`config.mk`:
```
export PLATFORM = sky130hd
export DESIGN_NAME = msw_ctrl
export DESIGN_NICKNAME = d
export VERILOG_FILES = /design/src/sv/msw_pkg.sv /design/src/sv/msw_ctrl.sv
export SDC_FILE = /design/constraint.sdc
export NUM_CORES = 1
export LEC_CHECK = 0
export BUFFER_PORTS_ARGS = -buffer_cell sky130_fd_sc_hd__buf_2
export CAP_MARGIN = 20
export CELL_PAD_IN_SITES_DETAIL_PLACEMENT = 0
export CELL_PAD_IN_SITES_GLOBAL_PLACEMENT = 1
export CORE_AREA = 2 2 39 41
export DETAILED_ROUTE_END_ITERATION = 12
export DIE_AREA = 0 0 41 43
export PLACE_DENSITY_LB_ADDON = 0.25
export SETUP_SLACK_MARGIN = 0.3
export SLEW_MARGIN = 5
export SYNTH_ARGS = -nofsm -noshare
export SYNTH_HDL_FRONTEND = slang
export SYNTH_SLANG_ARGS = --single-unit
```
`constraint.sdc`:
```
create_clock -name clk -period 3.9 [get_ports clk]
set_input_delay 0.195 -clock clk [delete_from_list [all_inputs] [get_ports clk]]
set_output_delay 0.195 -clock clk [all_outputs]
set_load 0.1 [all_outputs]
```
`src/sv/msw_pkg.sv`:
```
// Shared types and constants for the maximum sum of three windows block.
// Used by the RAM wrapper users, the controller, the datapath and the top level.
`default_nettype none

package msw_pkg;

  localparam int MAX_LEN  = 16384;
  localparam int ADDR_W   = $clog2(MAX_LEN);
  localparam int CNT_W    = ADDR_W + 1;
  localparam int SAMPLE_W = 16;
  localparam int K_W      = 13;
  localparam int WS_W     = 29;
  localparam int SUM_W    = 30;
  localparam int START_W  = 14;
  localparam int STATUS_W = 2;

  localparam logic [STATUS_W-1:0] STATUS_OK       = 2'd0;
  localparam logic [STATUS_W-1:0] STATUS_TOO_FEW  = 2'd1;
  localparam logic [STATUS_W-1:0] STATUS_OVERFLOW = 2'd2;

  typedef struct packed {
    logic [SAMPLE_W-1:0] sample_value;
    logic                last;
  } in_item_t;

  typedef struct packed {
    logic [START_W-1:0]  first_start;
    logic [START_W-1:0]  second_start;
    logic [START_W-1:0]  third_start;
    logic [SUM_W-1:0]    total_sum;
    logic [STATUS_W-1:0] status;
  } out_item_t;

  // One entry of the best-total tables: total plus a flag that it exists.
  typedef struct packed {
    logic             valid;
    logic [SUM_W-1:0] value;
  } best_t;

  typedef enum logic [2:0] {
    OP_NONE,
    OP_LOAD,
    OP_CHECK,
    OP_WSUM,
    OP_BACK,
    OP_PICK,
    OP_EMIT
  } op_t;

  typedef struct packed {
    op_t op;
  } cmd_t;

  typedef struct packed {
    logic last_xfer;
    logic bad;
    logic wsum_done;
    logic back_done;
    logic pick_done;
    logic out_free;
  } sts_t;

endpackage

`default_nettype wire

```
`src/sv/msw_ctrl.sv`:
```
// Sequencer for load, check, window sum, backward fill, forward pick and emit.
// Depends on msw_pkg for the command and status structs.
`default_nettype none

module msw_ctrl (
  input  logic          clk,
  input  logic          rst,
  input  msw_pkg::sts_t sts,
  output msw_pkg::cmd_t cmd
);

  typedef enum logic [3:0] {
    S_LOAD,
    S_CHECK,
    S_WSUM_A,
    S_WSUM_B,
    S_BACK_A,
    S_BACK_B,
    S_PICK_A,
    S_PICK_B,
    S_EMIT
  } state_t;

  state_t state;

  always_ff @(posedge clk) begin
    if (rst) begin
      state <= S_LOAD;
    end else begin
      unique case (state)
        S_LOAD:   if (sts.last_xfer) state <= S_CHECK;
        S_CHECK:  state <= sts.bad ? S_EMIT : S_WSUM_A;
        S_WSUM_A: state <= S_WSUM_B;
        S_WSUM_B: state <= sts.wsum_done ? S_BACK_A : S_WSUM_A;
        S_BACK_A: state <= S_BACK_B;
        S_BACK_B: state <= sts.back_done ? S_PICK_A : S_BACK_A;
        S_PICK_A: state <= S_PICK_B;
        S_PICK_B: state <= sts.pick_done ? S_EMIT : S_PICK_A;
        S_EMIT:   if (sts.out_free) state <= S_LOAD;
        default:  state <= S_LOAD;
      endcase
    end
  end

  // The A states only present read addresses; the datapath acts in the B states.
  always_comb begin
    cmd.op = msw_pkg::OP_NONE;
    unique case (state)
      S_LOAD:   cmd.op = msw_pkg::OP_LOAD;
      S_CHECK:  cmd.op = msw_pkg::OP_CHECK;
      S_WSUM_B: cmd.op = msw_pkg::OP_WSUM;
      S_BACK_B: cmd.op = msw_pkg::OP_BACK;
      S_PICK_B: cmd.op = msw_pkg::OP_PICK;
      S_EMIT:   cmd.op = sts.out_free ? msw_pkg::OP_EMIT : msw_pkg::OP_NONE;
      default:  cmd.op = msw_pkg::OP_NONE;
    endcase
  end

`ifndef SYNTHESIS
  a_check_after_last: assert property (@(posedge clk) disable iff (rst)
    state == S_CHECK |-> $past(sts.last_xfer))
    else $error("check entered without a final sample transfer");
`endif

endmodule

`default_nettype wire

```
==> run_results.csv <==
group,metric,value,unit
outcome,outcome,"finished clean",
synthesis,synth-xor-area-share,0,%
worst_setup_path,worstSetupStartpointType,"flop",
sta,fin_crit_sh,47.2,%
drt,wl,650,um
synthesis,synth_compound_area_share,26.9,%
clock_network,postCtsSetupBuffers,0,
clock_network,clk_pin_slew_worst_paths,0.04,ns
floorplanning,initial_utilization,18.2,%
placed_design,dpl_cell_area,305,um2
finish,largest_reg_flops,4,
drt,drtIter0Drc,2,
finish,fin_util,23.7,%
synthesis,muxShareOfSynthArea,0,%
drt,ant_nets,0,
drt,drc_errors,0,
worst_hold_path,min_to,"state[3]",
finish,final_area,328,um2
drt,vias,275,
floorplanning,io_pins,11,
worst_setup_path,cp.arrival,1.65,ns
synthesis,ys_ff_latch,4,
finish,synthToLayoutAreaGrowth,30.3,%
synthesis,synth.largest_area_cell,"dfxtp_1",
sta,whs,0.192,ns
worst_setup_path,cp_slowest_cell,"buf_2",
sta,max_slew_margin,67.9,%
finish,top_register,"state",
sta,fin_crit,1.84,ns
clock_network,h-tree-depth,1,
synthesis,synth_warnings,0,
worst_hold_path,holdPathStages,2,
finish,fin_cells,58,
sta,grt_setup_unrepaired,"no",
grt,antenna_found_initial,0,
power,ir_drop,75.7,uV
synthesis,syn-num-nets,39,
finish,nFillCells,162,
placed_design,gp_congestion,0.706,
sta,finalHoldViolCount,0,
clock_network,clkSinkCount,4,
finish,drive_above_1_share,40.5,%
placed_design,dp_hpwl,506,um
synthesis,synthAdderAreaFrac,0,%
sta,fmax,0.543,GHz
drt,viasPerCell,4.74,
synthesis,synth_commonest_cells,"dfxtp_1, nand2_1, a21oi_1, nor2_1",
synthesis,synth_simple_gate_area_share,34.8,%
clock_network,tritoncts,"done",
worst_hold_path,hold_class,"in -> reg",
sta,fin_setup_tns,0,ns
synthesis,synth_edf_count,0,
floorplanning,dieArea,1760,um2
worst_setup_path,slowest_delay,0.44,ns
clock_network,cts-buffers-inserted,3,
power,power_density,457,nW/um2
synthesis,synth-async-reset-ratio,0,%
worst_setup_path,setup.worst_path.end_class,"primary output",
floorplanning,core,1380,um2
grt,grt_max_degree,11,
worst_setup_path,critPathKind,"reg -> out",
sta,max_slew.worst_pin.slew,0.485,ns
synthesis,ys_types,21,
placed_design,dp_cells,55,
sta,setup_viol,0,
floorplanning,die_w,41,um
clock_network,ctsResizeCount,0,
floorplanning,rows,14,
drt,wire_per_inst,11.2,um
worst_setup_path,regToRegSetupSlack,2.44,ns
sta,skew,0.00238,ns
synthesis,synth_top_family_by_area,"simple AND/OR/NAND/NOR gates",
clock_network,cts.path.max_buffers,2,
grt,grt_pass1_wl,1.05,mm
worst_setup_path,r2r-end,"state[3]",
grt,grt.total_usage,8.93,%
synthesis,synth.cell_area,251,um2
synthesis,synthFlopType,"dfxtp_1",
clock_network,insertion_delay,0.23,ns
run,maxCapViolations,0,
grt,grt-ovfl-total,0,
worst_setup_path,cp_cell_sequence,"or3_4 > o22ai_1 > buf_2",
placed_design,pre_cts_slack,2.30,ns
grt,grt_pass1_vias,290,
sta,slew_viol_final,0,
clock_network,clockRootBuffer,"clkbuf_4",
synthesis,syn_inst,31,
floorplanning,die_y,43,um
worst_setup_path,worstRegToRegCells,3,
finish,fin_nets,52,
power,leakage,0.131,nW
worst_setup_path,critPathRequiredTime,3.70,ns
sta,finalWorstSetupSlack,2.06,ns
worst_setup_path,crit_fanout,10,
synthesis,netlist_top_cells_area,"dfxtp_1, a21oi_1, nand2_1, buf_6, nor2_1",
clock_network,hold_buffers,0,
synthesis,synth_top_area_share,31.8,%
finish,top_regs,"state (4)",
worst_hold_path,min-delay-start,"rst",
synthesis,synth.avg_cell_area,8.11,um2
drt,drt_pass1_iterations,2,
placed_design,portBuffers,10,
worst_setup_path,r2r-start,"state[2]",
finish,antenna_cells,0,
synthesis,ys_seq_area_share,31.8,%
power,power,0.150,mW
[layer usage]
metal	vias to the layer above	share of wire, %	global-route usage [%]	wire (um)
li1	139	-	-	-
met3	0	7.1	0	46
met2	10	51	14.1	330
met4	0	0	8.00	0
met5	-	0	0	0
met1	126	42	10.3	273
[final cells by class]
type                            count  area (um2)  share of cell area, %
Multi-Input combinational cell     25         155                   47.3
Sequential cell                     4        80.1                   24.4
Timing Repair Buffer               10        50.0                   15.3
Clock buffer                        3        22.5                   6.87
Tap cell                           16        20.0                   6.11
[where the power goes]
| part | internal, mW | leakage [nW] | switching [mW] |
|---|---|---|---|
| logic | 0.0129 | 0.0842 | 0.0375 |
| registers | 0.0439 | 0.0327 | 0.00559 |
| clock network | 0.0343 | 0.0138 | 0.0155 |
| total | 0.0912 | 0.131 | 0.0586 |
[how the worst max path moves through the flow]
stage | startpoint | end | slack [ns] | cells after the start
4_1_cts | state[2] | cmd[2] | 2.05 | 3
6_report | state[2] | cmd[2] | 2.06 | 3
2_1_floorplan | state[0] | cmd[1] | 1.45 | 3
3_3_place_gp | state[2] | cmd[2] | 2.31 | 3
5_1_grt | state[3] | cmd[1] | 1.94 | 4
3_5_place_dp | state[2] | cmd[2] | 2.30 | 3
[placed cells by master, fill, tap and decap left out]
cell	Yosys	layout
dfxtp_1	4	4
a31oi_1	1	1
and2b_2	1	1
a32oi_1	1	1
or4b_1	1	1
nor2_1	3	3
nand2b_1	1	1
o22ai_1	1	1
or3_4	1	1
o21ai_0	1	1
o221a_2	1	1
or3_1	1	1
buf_2	0	10
nand3_1	1	1
clkbuf_4	0	3
o31ai_1	1	1
a21boi_0	1	1
or2_2	1	1
nand2_1	4	4
a21oi_1	3	3
nor3b_1	1	1
[worst max-delay path, delay by kind of cell (launching register included)]
kind,cells,cell delay [ns]
flops,1,0.39
compound gates,1,0.16
simple gates,1,0.42
buf+inv,1,0.44
[cell families (layout without fill, tap and decap cells)]
| family | Yosys count | count (layout) |
|---|---|---|
| DFF | 4 | 4 |
| and+or+nand+nor | 15 | 15 |
| buffers and inverters | 2 | 13 |
| AOI/OAI and AO/OA | 10 | 10 |
(Power assumes the default switching activity.)
